**config.mk**
```make
export PLATFORM = sky130hd
export DESIGN_NAME = compacting_key_value_table_unit_flat
export DESIGN_NICKNAME = d
export VERILOG_FILES = /design/src/rtl/kvt_pkg.sv /design/src/rtl/kvt_if.sv /design/src/rtl/kvt_cell.sv /design/src/rtl/compacting_key_value_table_unit.sv /design/src/flat_wrapper.sv
export SDC_FILE = /design/constraint.sdc
export NUM_CORES = 2
export LEC_CHECK = 0
export CORE_ASPECT_RATIO = 0.7
export CORE_UTILIZATION = 44
export CTS_BUF_LIST = sky130_fd_sc_hd__clkbuf_2
export DETAILED_ROUTE_END_ITERATION = 8
export DONT_BUFFER_PORTS = 1
export GPL_TIMING_DRIVEN = 1
export MAX_ROUTING_LAYER = met4
export PLACE_DENSITY = 0.61
export SYNTH_ARGS = -nofsm -noshare
export SYNTH_HDL_FRONTEND = slang
export SYNTH_SLANG_ARGS = --single-unit
export TNS_END_PERCENT = 1
```
**constraint.sdc**
```tcl
create_clock -name clk -period 16.8 [get_ports clk]
set_input_delay 0.84 -clock clk [delete_from_list [all_inputs] [get_ports clk]]
set_output_delay 0.84 -clock clk [all_outputs]
set_load 0.005 [all_outputs]
```
**src/rtl/kvt_pkg.sv**
```systemverilog
package kvt_pkg;

  // Fixed field widths of the channels
  localparam int OPCODE_W = 2;
  localparam int KEY_W    = 32;
  localparam int VALUE_W  = 32;
  localparam int STATUS_W = 2;
  localparam int COUNT_W  = 5;

  // Default sizing of the table
  localparam int CAPACITY_DEF   = 16;
  localparam int KEY_BITS_DEF   = 32;
  localparam int VALUE_BITS_DEF = 32;

  typedef enum logic [OPCODE_W-1:0] {
    OP_SET    = 2'd0,
    OP_GET    = 2'd1,
    OP_DELETE = 2'd2,
    OP_CLEAR  = 2'd3
  } opcode_t;

  typedef enum logic [STATUS_W-1:0] {
    STATUS_DONE = 2'd0,
    STATUS_MISS = 2'd1,
    STATUS_FULL = 2'd2
  } status_t;

  typedef enum logic {
    ST_IDLE = 1'b0,
    ST_EXEC = 1'b1
  } state_t;

  // Command broadcast from the controller to every cell
  typedef struct packed {
    logic    fire;
    opcode_t op;
    logic    hit;
  } kvt_ctrl_t;

endpackage

```
**src/rtl/kvt_if.sv**
```systemverilog
interface kvt_in_if import kvt_pkg::*; ();
  logic               valid;
  logic               ready;
  logic [OPCODE_W-1:0] opcode;
  logic [KEY_W-1:0]    lookup_key;
  logic [VALUE_W-1:0]  write_value;

  modport source (output valid, opcode, lookup_key, write_value, input ready);
  modport sink   (input valid, opcode, lookup_key, write_value, output ready);
endinterface

interface kvt_out_if import kvt_pkg::*; ();
  logic                valid;
  logic                ready;
  logic [STATUS_W-1:0] status;
  logic [VALUE_W-1:0]  read_value;
  logic [COUNT_W-1:0]  entry_count;

  modport source (output valid, status, read_value, entry_count, input ready);
  modport sink   (input valid, status, read_value, entry_count, output ready);
endinterface

```
**src/rtl/kvt_cell.sv**
```systemverilog
module kvt_cell import kvt_pkg::*; #(
  parameter int KEY_BITS   = KEY_BITS_DEF,
  parameter int VALUE_BITS = VALUE_BITS_DEF,
  parameter int CW         = 5,
  parameter int IDX        = 0
) (
  input  logic                  clk,
  input  kvt_ctrl_t             ctrl,
  input  logic [CW-1:0]         count,
  input  logic [KEY_BITS-1:0]   cmd_key,
  input  logic [VALUE_BITS-1:0] cmd_value,
  input  logic                  prev_hit,
  input  logic [KEY_BITS-1:0]   up_key,
  input  logic [VALUE_BITS-1:0] up_value,
  output logic                  match,
  output logic                  hit_out,
  output logic [KEY_BITS-1:0]   stored_key,
  output logic [VALUE_BITS-1:0] stored_value
);

  logic                  occupied;
  logic                  is_tail;
  logic                  has_upper;
  logic [KEY_BITS-1:0]   key_next;
  logic [VALUE_BITS-1:0] value_next;

  // Compare against the command key when this slot holds an entry
  assign occupied  = CW'(IDX) < count;
  assign is_tail   = CW'(IDX) == count;
  assign has_upper = CW'(IDX + 1) < count;
  assign match     = occupied && (stored_key == cmd_key);
  assign hit_out   = prev_hit | match;

  // Update, append at the tail, or pull the upper neighbor down on delete
  always_comb begin
    key_next   = stored_key;
    value_next = stored_value;
    if (ctrl.fire) begin
      unique case (ctrl.op)
        OP_SET: begin
          if (match) begin
            value_next = cmd_value;
          end else if (!ctrl.hit && is_tail) begin
            key_next   = cmd_key;
            value_next = cmd_value;
          end
        end
        OP_DELETE: begin
          if (hit_out && has_upper) begin
            key_next   = up_key;
            value_next = up_value;
          end
        end
        OP_GET, OP_CLEAR: begin
        end
        default: begin
        end
      endcase
    end
  end

  always_ff @(posedge clk) begin
    stored_key   <= key_next;
    stored_value <= value_next;
  end

endmodule

```
**src/rtl/compacting_key_value_table_unit.sv**
```systemverilog
// Sequence: the edge on which an item transfers captures the command; the
//   execute state, once the result register is free or being read, runs it
//   through the row of cells and loads the result register.
// Flow: an item is taken only after the last one executes. The execute cycle
//   does the parallel key compare in all cells and the one-slot neighbor shift
//   at once. A result waiting for ready holds it and the input until transfer.
// Reset: synchronous, clears the entry count, the controller and the result
//   register; the key and value cells are left undefined until written.
module compacting_key_value_table_unit import kvt_pkg::*; #(
  parameter int CAPACITY   = CAPACITY_DEF,
  parameter int KEY_BITS   = KEY_BITS_DEF,
  parameter int VALUE_BITS = VALUE_BITS_DEF
) (
  input  logic      clk,
  input  logic      rst,
  kvt_in_if.sink    item_in,
  kvt_out_if.source result_out
);

  localparam int CW  = $clog2(CAPACITY + 1);
  localparam int KIN = (KEY_BITS < KEY_W) ? KEY_BITS : KEY_W;
  localparam int VIN = (VALUE_BITS < VALUE_W) ? VALUE_BITS : VALUE_W;

  state_t                state;
  state_t                state_next;
  opcode_t               cmd_op;
  logic [KEY_BITS-1:0]   cmd_key;
  logic [VALUE_BITS-1:0] cmd_value;
  logic [CW-1:0]         count;
  logic [CW-1:0]         count_next;
  logic                  fire;
  logic                  hit;
  kvt_ctrl_t             ctrl;
  status_t               res_status;
  logic [VALUE_BITS-1:0] hit_value;
  logic [VALUE_W-1:0]    res_value;

  logic [CAPACITY-1:0]   match_vec;
  logic [CAPACITY:0]     hit_chain;
  logic [KEY_BITS-1:0]   cell_key   [CAPACITY];
  logic [VALUE_BITS-1:0] cell_value [CAPACITY];

  logic                  out_valid;
  status_t               out_status;
  logic [VALUE_W-1:0]    out_value;
  logic [COUNT_W-1:0]    out_count;

  // Controller: next state
  always_comb begin
    state_next = state;
    unique case (state)
      ST_IDLE: if (item_in.valid) state_next = ST_EXEC;
      ST_EXEC: if (!out_valid || result_out.ready) state_next = ST_IDLE;
      default: state_next = ST_IDLE;
    endcase
  end

  // Controller: outputs
  always_comb begin
    item_in.ready = 1'b0;
    fire          = 1'b0;
    unique case (state)
      ST_IDLE: item_in.ready = 1'b1;
      ST_EXEC: fire = !out_valid || result_out.ready;
      default: begin
      end
    endcase
  end

  always_ff @(posedge clk) begin
    if (rst) begin
      state <= ST_IDLE;
    end else begin
      state <= state_next;
    end
  end

  // Capture the command on transfer, keeping only the used key and value bits
  always_ff @(posedge clk) begin
    if (item_in.valid && item_in.ready) begin
      cmd_op    <= opcode_t'(item_in.opcode);
      cmd_key   <= KEY_BITS'(item_in.lookup_key[KIN-1:0]);
      cmd_value <= VALUE_BITS'(item_in.write_value[VIN-1:0]);
    end
  end

  // Row of cells; the hit chain marks every slot at or above the matching one
  assign hit_chain[0] = 1'b0;
  assign ctrl.fire    = fire;
  assign ctrl.op      = cmd_op;
  assign ctrl.hit     = hit;

  for (genvar j = 0; j < CAPACITY; j++) begin : g_cell
    logic [KEY_BITS-1:0]   up_key;
    logic [VALUE_BITS-1:0] up_value;

    if (j + 1 < CAPACITY) begin : g_mid
      assign up_key   = cell_key[j+1];
      assign up_value = cell_value[j+1];
    end else begin : g_last
      assign up_key   = '0;
      assign up_value = '0;
    end

    kvt_cell #(
      .KEY_BITS   (KEY_BITS),
      .VALUE_BITS (VALUE_BITS),
      .CW         (CW),
      .IDX        (j)
    ) u_cell (
      .clk          (clk),
      .ctrl         (ctrl),
      .count        (count),
      .cmd_key      (cmd_key),
      .cmd_value    (cmd_value),
      .prev_hit     (hit_chain[j]),
      .up_key       (up_key),
      .up_value     (up_value),
      .match        (match_vec[j]),
      .hit_out      (hit_chain[j+1]),
      .stored_key   (cell_key[j]),
      .stored_value (cell_value[j])
    );
  end

  assign hit = hit_chain[CAPACITY];

  // Keys are unique among valid slots, so an OR over matches selects the value
  always_comb begin
    hit_value = '0;
    for (int j = 0; j < CAPACITY; j++) begin
      hit_value = hit_value | (match_vec[j] ? cell_value[j] : '0);
    end
  end

  // Result and new entry count
  always_comb begin
    count_next = count;
    res_status = STATUS_DONE;
    res_value  = '0;
    unique case (cmd_op)
      OP_SET: begin
        if (!hit) begin
          if (count < CW'(CAPACITY)) begin
            count_next = count + CW'(1);
          end else begin
            res_status = STATUS_FULL;
          end
        end
      end
      OP_GET: begin
        if (hit) begin
          res_value = VALUE_W'(hit_value);
        end else begin
          res_status = STATUS_MISS;
        end
      end
      OP_DELETE: begin
        if (hit) begin
          count_next = count - CW'(1);
        end else begin
          res_status = STATUS_MISS;
        end
      end
      OP_CLEAR: count_next = '0;
      default: begin
      end
    endcase
  end

  always_ff @(posedge clk) begin
    if (rst) begin
      count <= '0;
    end else if (fire) begin
      count <= count_next;
    end
  end

  // Result register: load on execute, drop on transfer
  always_ff @(posedge clk) begin
    if (rst) begin
      out_valid <= 1'b0;
    end else if (fire) begin
      out_valid <= 1'b1;
    end else if (result_out.ready) begin
      out_valid <= 1'b0;
    end
  end

  always_ff @(posedge clk) begin
    if (fire) begin
      out_status <= res_status;
      out_value  <= res_value;
      out_count  <= COUNT_W'(count_next);
    end
  end

  assign result_out.valid       = out_valid;
  assign result_out.status      = out_status;
  assign result_out.read_value  = out_value;
  assign result_out.entry_count = out_count;

  // Checks
  a_count_bound: assert property (@(posedge clk) disable iff (rst)
    count <= CW'(CAPACITY))
    else $error("entry count above capacity");

  a_unique_match: assert property (@(posedge clk) disable iff (rst)
    state == ST_EXEC |-> $onehot0(match_vec))
    else $error("key present in more than one slot");

  a_clear_empties: assert property (@(posedge clk) disable iff (rst)
    fire && cmd_op == OP_CLEAR |=> count == '0)
    else $error("clear left entries behind");

  a_full_report: assert property (@(posedge clk) disable iff (rst)
    fire && cmd_op == OP_SET && !hit && count == CW'(CAPACITY)
    |=> result_out.status == STATUS_FULL && $stable(count))
    else $error("set into full table not reported");

  a_result_loaded: assert property (@(posedge clk) disable iff (rst)
    fire |=> result_out.valid)
    else $error("executed item produced no result");

endmodule
```
**src/flat_wrapper.sv**
```systemverilog
// flat-port wrapper written by rule: the top's interface ports become plain ports
module compacting_key_value_table_unit_flat import kvt_pkg::*;
#(
  parameter int CAPACITY   = CAPACITY_DEF,
  parameter int KEY_BITS   = KEY_BITS_DEF,
  parameter int VALUE_BITS = VALUE_BITS_DEF
)
  (clk, rst, item_in_valid, item_in_opcode, item_in_lookup_key, item_in_write_value, item_in_ready, result_out_valid, result_out_status, result_out_read_value, result_out_entry_count, result_out_ready);
  kvt_in_if item_in_i ();
  kvt_out_if result_out_i ();
  input  logic clk;
  input  logic rst;
  input wire logic [$bits(item_in_i.valid)-1:0] item_in_valid;
  input wire logic [$bits(item_in_i.opcode)-1:0] item_in_opcode;
  input wire logic [$bits(item_in_i.lookup_key)-1:0] item_in_lookup_key;
  input wire logic [$bits(item_in_i.write_value)-1:0] item_in_write_value;
  output wire logic [$bits(item_in_i.ready)-1:0] item_in_ready;
  output wire logic [$bits(result_out_i.valid)-1:0] result_out_valid;
  output wire logic [$bits(result_out_i.status)-1:0] result_out_status;
  output wire logic [$bits(result_out_i.read_value)-1:0] result_out_read_value;
  output wire logic [$bits(result_out_i.entry_count)-1:0] result_out_entry_count;
  input wire logic [$bits(result_out_i.ready)-1:0] result_out_ready;
  assign item_in_i.valid = item_in_valid;
  assign item_in_i.opcode = item_in_opcode;
  assign item_in_i.lookup_key = item_in_lookup_key;
  assign item_in_i.write_value = item_in_write_value;
  assign item_in_ready = item_in_i.ready;
  assign result_out_valid = result_out_i.valid;
  assign result_out_status = result_out_i.status;
  assign result_out_read_value = result_out_i.read_value;
  assign result_out_entry_count = result_out_i.entry_count;
  assign result_out_i.ready = result_out_ready;
  compacting_key_value_table_unit #(.CAPACITY(CAPACITY), .KEY_BITS(KEY_BITS), .VALUE_BITS(VALUE_BITS)) u_core (.clk(clk), .rst(rst), .item_in(item_in_i), .result_out(result_out_i));
endmodule
```
# After elaboration in Yosys (flattened, before gate mapping)
# Index checks and enable logic that the tools add are counted.
# word_totals
register_bits,1136
in_bits,70
wordCells,438
# classes
addsub,2
magnitude_cmp,18
eq_ne,98
mux,158
bitwise_logic,31
reduce_logical,90
# ops
op,n
two-way mux 32 bit,111
one-hot mux 32 bit (2 select lines),32
== test 32 bit,16
OR 32 bit,15
"!= test 2 bit, second input constant",48
AND reduction 5 bit,16
AND reduction 4 bit,16
logical AND 1 bit,49
"!= test 3 bit, second input constant",16
"== test 4 x 5 -> 1 bit, first input constant",8
"less-than comparator 4 x 5 -> 1 bit, first input constant",8
"== test 3 x 5 -> 1 bit, first input constant",4
"less-than comparator 3 x 5 -> 1 bit, first input constant",4
two-way mux 5 bit,3
OR 1 bit,15
one-hot mux 5 bit (3 select lines),1
"== test 2 x 5 -> 1 bit, first input constant",2
"less-than comparator 1 x 5 -> 1 bit, first input constant",2
"less-than comparator 2 x 5 -> 1 bit, first input constant",2
two-way mux 1 bit,7
"adder 5 x 1 -> 5 bit, second input constant",1
"== test 1 x 5 -> 1 bit, first input constant",1
zero test 5 bit,1
"less-than comparator 5 bit, first input constant",1
other kinds (14),18

# Longest topological paths before layout
# depth
ltp_word,22
mapped_depth,14

# Modules after synthesis
# From an unflattened synthesis, not the netlist that was laid out.
# hier_totals
cells_unflattened,3784
area_unflattened_um2,57401.3
# modules_own_cells
module,instances,cells_each,area_each_um2,seq_area_each_um2
compacting_key_value_table_unit,1,558,6546.3,3293.2
kvt_cell at u_core.g_cell[3].u_cell,1,208,3238.1,1921.8
kvt_cell at u_core.g_cell[4].u_cell,1,209,3226.8,1921.8
kvt_cell at u_core.g_cell[5].u_cell,1,209,3224.3,1921.8
kvt_cell at u_core.g_cell[8].u_cell,1,206,3221.8,1921.8
kvt_cell at u_core.g_cell[10].u_cell,1,206,3214.3,1921.8
kvt_cell at u_core.g_cell[1].u_cell,1,204,3209.3,1921.8
kvt_cell at u_core.g_cell[9].u_cell,1,207,3199.3,1921.8
kvt_cell at u_core.g_cell[12].u_cell,1,207,3195.6,1921.8
kvt_cell at u_core.g_cell[13].u_cell,1,205,3191.8,1921.8
kvt_cell at u_core.g_cell[15].u_cell,1,197,3146.8,1921.8
kvt_cell at u_core.g_cell[6].u_cell,1,195,3144.3,1921.8
kvt_cell at u_core.g_cell[7].u_cell,1,194,3143.0,1921.8
kvt_cell at u_core.g_cell[2].u_cell,1,196,3140.5,1921.8
3 more rows,-,-,-,-

# Worst setup path before layout
# No wires, ideal clock.
# synth_timing
kind,reg2reg
from,register u_core.count[1]
to,register u_core.g_cell[10].u_cell.stored_value[0] (enable)
setup_ps,475
t_arrival_ps,5062
required_time_ps,16325
path_slack_ps,11263
stages_incl_launch_ff,12
n_path_buf,1
cell_sequence,dfxtp_1 clkbuf_1 inv_1 ha_1 o21ai_2 nand4_1 nor3_1 nor4_1 nand4bb_1 nor3_1 or2_2 a221oi_1
# synth_via
elab_chain_cells,21
word_cells_on_any_way,54
# synth_lines
item,line,text
"start, declared",compacting_key_value_table_unit.sv:29,logic [CW-1:0] count;
"start signal, assigned",compacting_key_value_table_unit.sv:175,count <= count_next;
less-than comparator 1 x 5 -> 1 bit,kvt_cell.sv:28,assign occupied = CW'(IDX) < count;
logical AND 1 bit,kvt_cell.sv:31,assign match = occupied && (stored_key == cmd_key);
OR 1 bit (15 in a row),kvt_cell.sv:32,assign hit_out = prev_hit | match;
zero test 1 bit,-,
logical AND 1 bit,kvt_cell.sv:43,end else if (!ctrl.hit && is_tail) begin
!= test 3 bit (no source line),-,
AND reduction 4 bit (no source line) *,-,
"end signal, assigned",kvt_cell.sv:64,stored_value <= value_next;
"end, declared",kvt_cell.sv:18,output logic [VALUE_BITS-1:0] stored_value
# Mark *: on every way between the ends. The rest lies on a longest branch, timed or not.
# A chain may end at the register's enable or synchronous reset.

# Worst setup path in the final report
# layout_timing
from,register u_core.count[0]
to,register u_core.g_cell[13].u_cell.stored_value[11] (enable)
# layout_via
elab_chain_cells,21
word_cells_on_any_way,54
# layout_lines
item,line
less-than comparator 1 x 5 -> 1 bit,kvt_cell.sv:28
logical AND 1 bit,kvt_cell.sv:31
OR 1 bit (15 in a row),kvt_cell.sv:32
zero test 1 bit,-
logical AND 1 bit,kvt_cell.sv:43
!= test 3 bit (no source line),-
AND reduction 4 bit (no source line) *,-
"end signal, assigned",kvt_cell.sv:64
"end, declared",kvt_cell.sv:18
# Marked as above.

==> metrics.txt <==
# TYPE chip_impl_metric gauge
chip_impl_info{name="post-synth-top-count-cell",value="sky130_fd_sc_hd__nand2_1"} 1
chip_impl_metric{name="synthDominantCellAreaShare",unit=""} 0.625
chip_impl_metric{name="slowest_cell_delay_on_critical_path",unit="ns"} 0.93
chip_impl_metric{name="clkSlewWorstSetupHoldPaths",unit="ns"} 0.11
chip_impl_metric{name="worst-endpoint-required",unit="ns"} 17.94
chip_impl_metric{name="hpwl",unit="um"} 108000
chip_impl_metric{name="cts_inserted_buffers",unit=""} 295
chip_impl_metric{name="fillerInstances",unit=""} 11200
chip_impl_info{name="critPathKind",value="flip-flop to flip-flop"} 1
chip_impl_metric{name="synth_seq_cells",unit=""} 1136
chip_impl_info{name="hold_path_startpoint",value="item_in_valid"} 1
chip_impl_metric{name="post_cts_resize_count",unit=""} 0
chip_impl_metric{name="achievable-frequency",unit="MHz"} 178
chip_impl_metric{name="drt-vias-per-instance",unit=""} 5.65
chip_impl_metric{name="final.period_utilization",unit=""} 0.335
chip_impl_metric{name="maxCapViolCount",unit=""} 0
chip_impl_metric{name="first_global_vias",unit=""} 37000
chip_impl_metric{name="initial_antenna_violation_count",unit=""} 3
chip_impl_metric{name="multiplexer_share_of_the_synthesized_area",unit=""} 0
chip_impl_metric{name="final-max-slew-violation-count",unit=""} 0
chip_impl_metric{name="crit_path_max_fanout",unit=""} 32
chip_impl_metric{name="report.final.setup_viol",unit=""} 0
chip_impl_metric{name="yosys.cell_types.count",unit=""} 75
chip_impl_info{name="ff_to_ff_end",value="u_core.g_cell[13].u_cell.stored_value[11]"} 1
chip_impl_metric{name="yosys_warnings",unit=""} 0
chip_impl_info{name="critPathCaptureType",value="flip-flop"} 1
chip_impl_metric{name="clock_sink_count",unit=""} 1136
chip_impl_info{name="rsz0062_at_grt",value="no"} 1
chip_impl_metric{name="place_ws",unit="ns"} 11.52
chip_impl_info{name="status",value="complete, no violations"} 1
chip_impl_metric{name="chipWidth",unit="um"} 422
chip_impl_info{name="worstSetupStartpointType",value="flip-flop"} 1
chip_impl_metric{name="die_area",unit="um^2"} 125000
chip_impl_metric{name="worst_clock_skew_on_the_final_layout",unit="ns"} 0.161
chip_impl_metric{name="wire_per_inst",unit="um"} 24.7
chip_impl_metric{name="syn_inst",unit=""} 4964
chip_impl_metric{name="post_synth.cell_area_avg",unit="um^2"} 10.9
chip_impl_metric{name="post_synth_xor_area_fraction",unit=""} 0.0838
chip_impl_metric{name="drt_first_iter_violations",unit=""} 5221
chip_impl_info{name="worst_r2r_startpoint",value="u_core.count[0]"} 1
chip_impl_info{name="main_combinational_cell_family_by_area_after_synthesis",value="simple AND/OR/NAND/NOR gates"} 1
chip_impl_metric{name="fraction_of_the_mapped_netlist_area_in_compound_gates",unit=""} 0.0568
chip_impl_metric{name="worstHoldPathCells",unit=""} 2
chip_impl_metric{name="post-route-drc-count",unit=""} 0
chip_impl_metric{name="first_pass_iters",unit=""} 6
chip_impl_metric{name="cts.hold.buffers_added",unit=""} 139
chip_impl_metric{name="hold_violations",unit=""} 0
chip_impl_metric{name="grt_first_pass_wirelength",unit="um"} 248000
chip_impl_metric{name="worst-r2r-setup-slack",unit="ns"} 11.18
chip_impl_metric{name="route.vias.total",unit=""} 39200
chip_impl_metric{name="fraction_of_layout_instances_using_a_drive_strength_above_1",unit=""} 0.109
chip_impl_metric{name="ctsLongestPathBuffers",unit=""} 4
chip_impl_metric{name="critical_path_arrival",unit="ns"} 6.76
chip_impl_metric{name="die-height",unit="um"} 296
chip_impl_metric{name="area_delta_synth_final",unit="%"} 9.27
chip_impl_metric{name="finalWorstSetupSlack",unit="ns"} 11.18
chip_impl_metric{name="p_per_area",unit="nW/um^2"} 96.2
chip_impl_metric{name="worst-r2r-cell-count",unit=""} 10
chip_impl_metric{name="synth_async_sr_flop_share",unit=""} 0
chip_impl_info{name="crit_path_frequent_cell",value="sky130_fd_sc_hd__nor2_1"} 1
chip_impl_metric{name="globalRoute.totalOverflow",unit=""} 0
chip_impl_metric{name="grt_start_max_net_pins",unit=""} 177
chip_impl_info{name="synth_top_flop_cell",value="sky130_fd_sc_hd__edfxtp_1"} 1
chip_impl_metric{name="mappedNetlistNets",unit=""} 5045
chip_impl_info{name="root_buffer",value="sky130_fd_sc_hd__clkbuf_2"} 1
chip_impl_metric{name="worst_slew_margin_relative_to_its_limit",unit=""} 0.177
chip_impl_metric{name="totalPowerFinal",unit="W"} 0.00570
chip_impl_metric{name="initial_core_util",unit=""} 0.445
chip_impl_metric{name="postCtsSetupBuffers",unit=""} 0
chip_impl_metric{name="buffers_on_ports",unit=""} 0
chip_impl_metric{name="totalWireLength",unit="um"} 171000
chip_impl_info{name="cts_tree",value="done"} 1
chip_impl_metric{name="synth_simple_gate_area_frac",unit=""} 0.190
chip_impl_info{name="netlist.top_cell.by_area",value="sky130_fd_sc_hd__edfxtp_1"} 1
chip_impl_metric{name="nets",unit=""} 5197
chip_impl_metric{name="static-leakage-power",unit="nW"} 22.5
chip_impl_metric{name="clk_latency",unit="ns"} 1.64
chip_impl_metric{name="worst_pin_slew",unit="ns"} 1.24
chip_impl_metric{name="synth_enable_flop_cells",unit=""} 1129
chip_impl_info{name="synth_commonest_cells",value="sky130_fd_sc_hd__nand2_1, sky130_fd_sc_hd__edfxtp_1, sky130_fd_sc_hd__xor2_1, sky130_fd_sc_hd__clkbuf_1, sky130_fd_sc_hd__xnor2_1"} 1
chip_impl_info{name="largest_cells_by_area_after_synthesis",value="sky130_fd_sc_hd__edfxtp_1, sky130_fd_sc_hd__nand2_1, sky130_fd_sc_hd__xor2_1"} 1
chip_impl_info{name="timing.critical_path.slowest_stage_cell",value="sky130_fd_sc_hd__nor4_2"} 1
chip_impl_metric{name="cell_area_after_synthesis",unit="um^2"} 54200
chip_impl_metric{name="vdd_ir_drop_max",unit="uV"} 56.3
chip_impl_metric{name="min_clock_period_post_route",unit="ns"} 5.62
chip_impl_info{name="path_cells",value="nor2_1, nor2_1, o211ai_1, or3_1, nand4_1, nor4_2, nand2_1, o31ai_1, o221a_2, buf_4"} 1
chip_impl_metric{name="all_layer_global_routing_usage",unit=""} 0.279
chip_impl_metric{name="synth-adder-area-share",unit=""} 0.00254
chip_impl_metric{name="sum_of_negative_setup_slack",unit="ns"} 0
chip_impl_metric{name="io_pins",unit=""} 111
chip_impl_metric{name="ys_seq_area_frac",unit=""} 0.628
chip_impl_metric{name="design.core.area",unit="um^2"} 122000
chip_impl_metric{name="ant_nets",unit=""} 0
chip_impl_metric{name="count_of_standard_cell_rows",unit=""} 107
chip_impl_info{name="min_path_type",value="input port to flip-flop"} 1
chip_impl_info{name="hold_end",value="u_core.cmd_value[29]"} 1
chip_impl_metric{name="routabilityCongestion",unit=""} 1.05
chip_impl_metric{name="cts_htree_levels",unit=""} 5
-- critical path, delay by kind of cell, from the launching register on --
family,cells,cell delay [ns]
buffers and inverters,1,0.55
AOI/OAI and AO/OA,3,1.15
and+or+nand+nor,6,2.90
DFF,1,0.56
-- area by class of cell --
class | count | area [um^2] | area share
clock inverters | 68 | 284 | 0.00479
clock buffers | 410 | 2050 | 0.0346
multi-input cells | 3364 | 18400 | 0.310
well taps | 1635 | 2050 | 0.0345
repair buffers | 238 | 2150 | 0.0362
diodes | 2 | 5.00 | 0.0000845
flip-flops and latches | 1136 | 34000 | 0.574
inverters | 81 | 305 | 0.00515
-- per-layer routing --
layer  global-route usage  share of wire  vias to the layer above  wire (um)
met2                0.375           0.41                     2337      69800
li1                     -              -                    17600          -
met4                0.106          0.032                        0       5440
met1                0.411           0.45                    18900      76800
met3               0.0579           0.11                      370      19300
met5                    -              0                        -          0
-- per-stage QoR --
step,utilization,cells,hold WS [ns],cell area (um^2)
2_1_floorplan,-,4964,0.483,54200
3_3_place_gp,0.455,6315,0.500,55500
3_5_place_dp,0.455,6315,0.503,55500
4_1_cts,0.486,6932,0.0519,59300
5_1_grt,0.486,6933,0.149,59300
6_report,0.486,6934,0.216,59300
-- worst max-delay path by stage --
stage | cells after the start | startpoint | end
floorplan | 11 | u_core.count[1] | u_core.g_cell[10].u_cell.stored_value[0]
global route | 11 | u_core.count[3] | u_core.g_cell[15].u_cell.stored_value[9]
finish | 10 | u_core.count[0] | u_core.g_cell[13].u_cell.stored_value[11]
global placement | 12 | u_core.cmd_key[23] | u_core.g_cell[15].u_cell.stored_value[19]
detailed placement | 11 | u_core.count[3] | u_core.g_cell[13].u_cell.stored_value[19]
CTS | 11 | u_core.count[3] | u_core.g_cell[13].u_cell.stored_value[11]
-- cells in the final DEF (no fill, tap or decap), types with 8 or more instances in the layout --
cell | Yosys | routed
sky130_fd_sc_hd__buf_4 | 51 | 98
sky130_fd_sc_hd__a21oi_1 | 22 | 16
sky130_fd_sc_hd__ha_1 | 11 | 10
sky130_fd_sc_hd__nand2b_1 | 72 | 72
sky130_fd_sc_hd__inv_1 | 80 | 79
sky130_fd_sc_hd__a31oi_1 | 37 | 36
sky130_fd_sc_hd__o21ai_0 | 14 | 13
sky130_fd_sc_hd__a22oi_1 | 64 | 64
sky130_fd_sc_hd__dlygate4sd3_1 | 0 | 139
sky130_fd_sc_hd__clkbuf_2 | 0 | 410
sky130_fd_sc_hd__and3_1 | 35 | 33
sky130_fd_sc_hd__nand3_1 | 25 | 25
sky130_fd_sc_hd__and2_1 | 9 | 8
sky130_fd_sc_hd__nor3_1 | 25 | 20
sky130_fd_sc_hd__nor4_1 | 120 | 118
sky130_fd_sc_hd__a22o_1 | 96 | 96
sky130_fd_sc_hd__nand4_1 | 88 | 88
sky130_fd_sc_hd__nor2_1 | 52 | 49
sky130_fd_sc_hd__edfxtp_1 | 1129 | 1129
sky130_fd_sc_hd__clkinv_1 | 1 | 61
sky130_fd_sc_hd__nand2_1 | 1972 | 1971
sky130_fd_sc_hd__xor2_1 | 341 | 341
sky130_fd_sc_hd__xnor2_1 | 174 | 174
sky130_fd_sc_hd__a221oi_1 | 99 | 97
-- where the power goes --
part / leakage, nW / switching, W / internal (W)
logic: 10.3 / 0.000407 / 0.000164
clock network: 1.84 / 0.00116 / 0.000662
registers: 10.4 / 0.0000585 / 0.00325
-- cells by family (layout without fill, tap and decap cells) --
family | Yosys count | in the layout
compound gates | 390 | 390
fa+ha+maj | 11 | 11
flops | 1136 | 1136
xor+xnor | 517 | 517
simple gates | 2446 | 2446
other cells | 0 | 2
buf+inv | 464 | 797
-- flip-flops by register name, indices dropped and copies added (netlist names) --
register,flops
u_core.g_cell.u_cell.stored_value,512
u_core.result_out.valid,1
u_core.result_out.read_value,32
u_core.state,1
u_core.result_out.status,2
u_core.g_cell.u_cell.stored_key,512
u_core.count,5
u_core.cmd_key,32
u_core.result_out.entry_count,5
u_core.cmd_value,32
u_core.cmd_op,2
(Power assumes the default switching activity.)
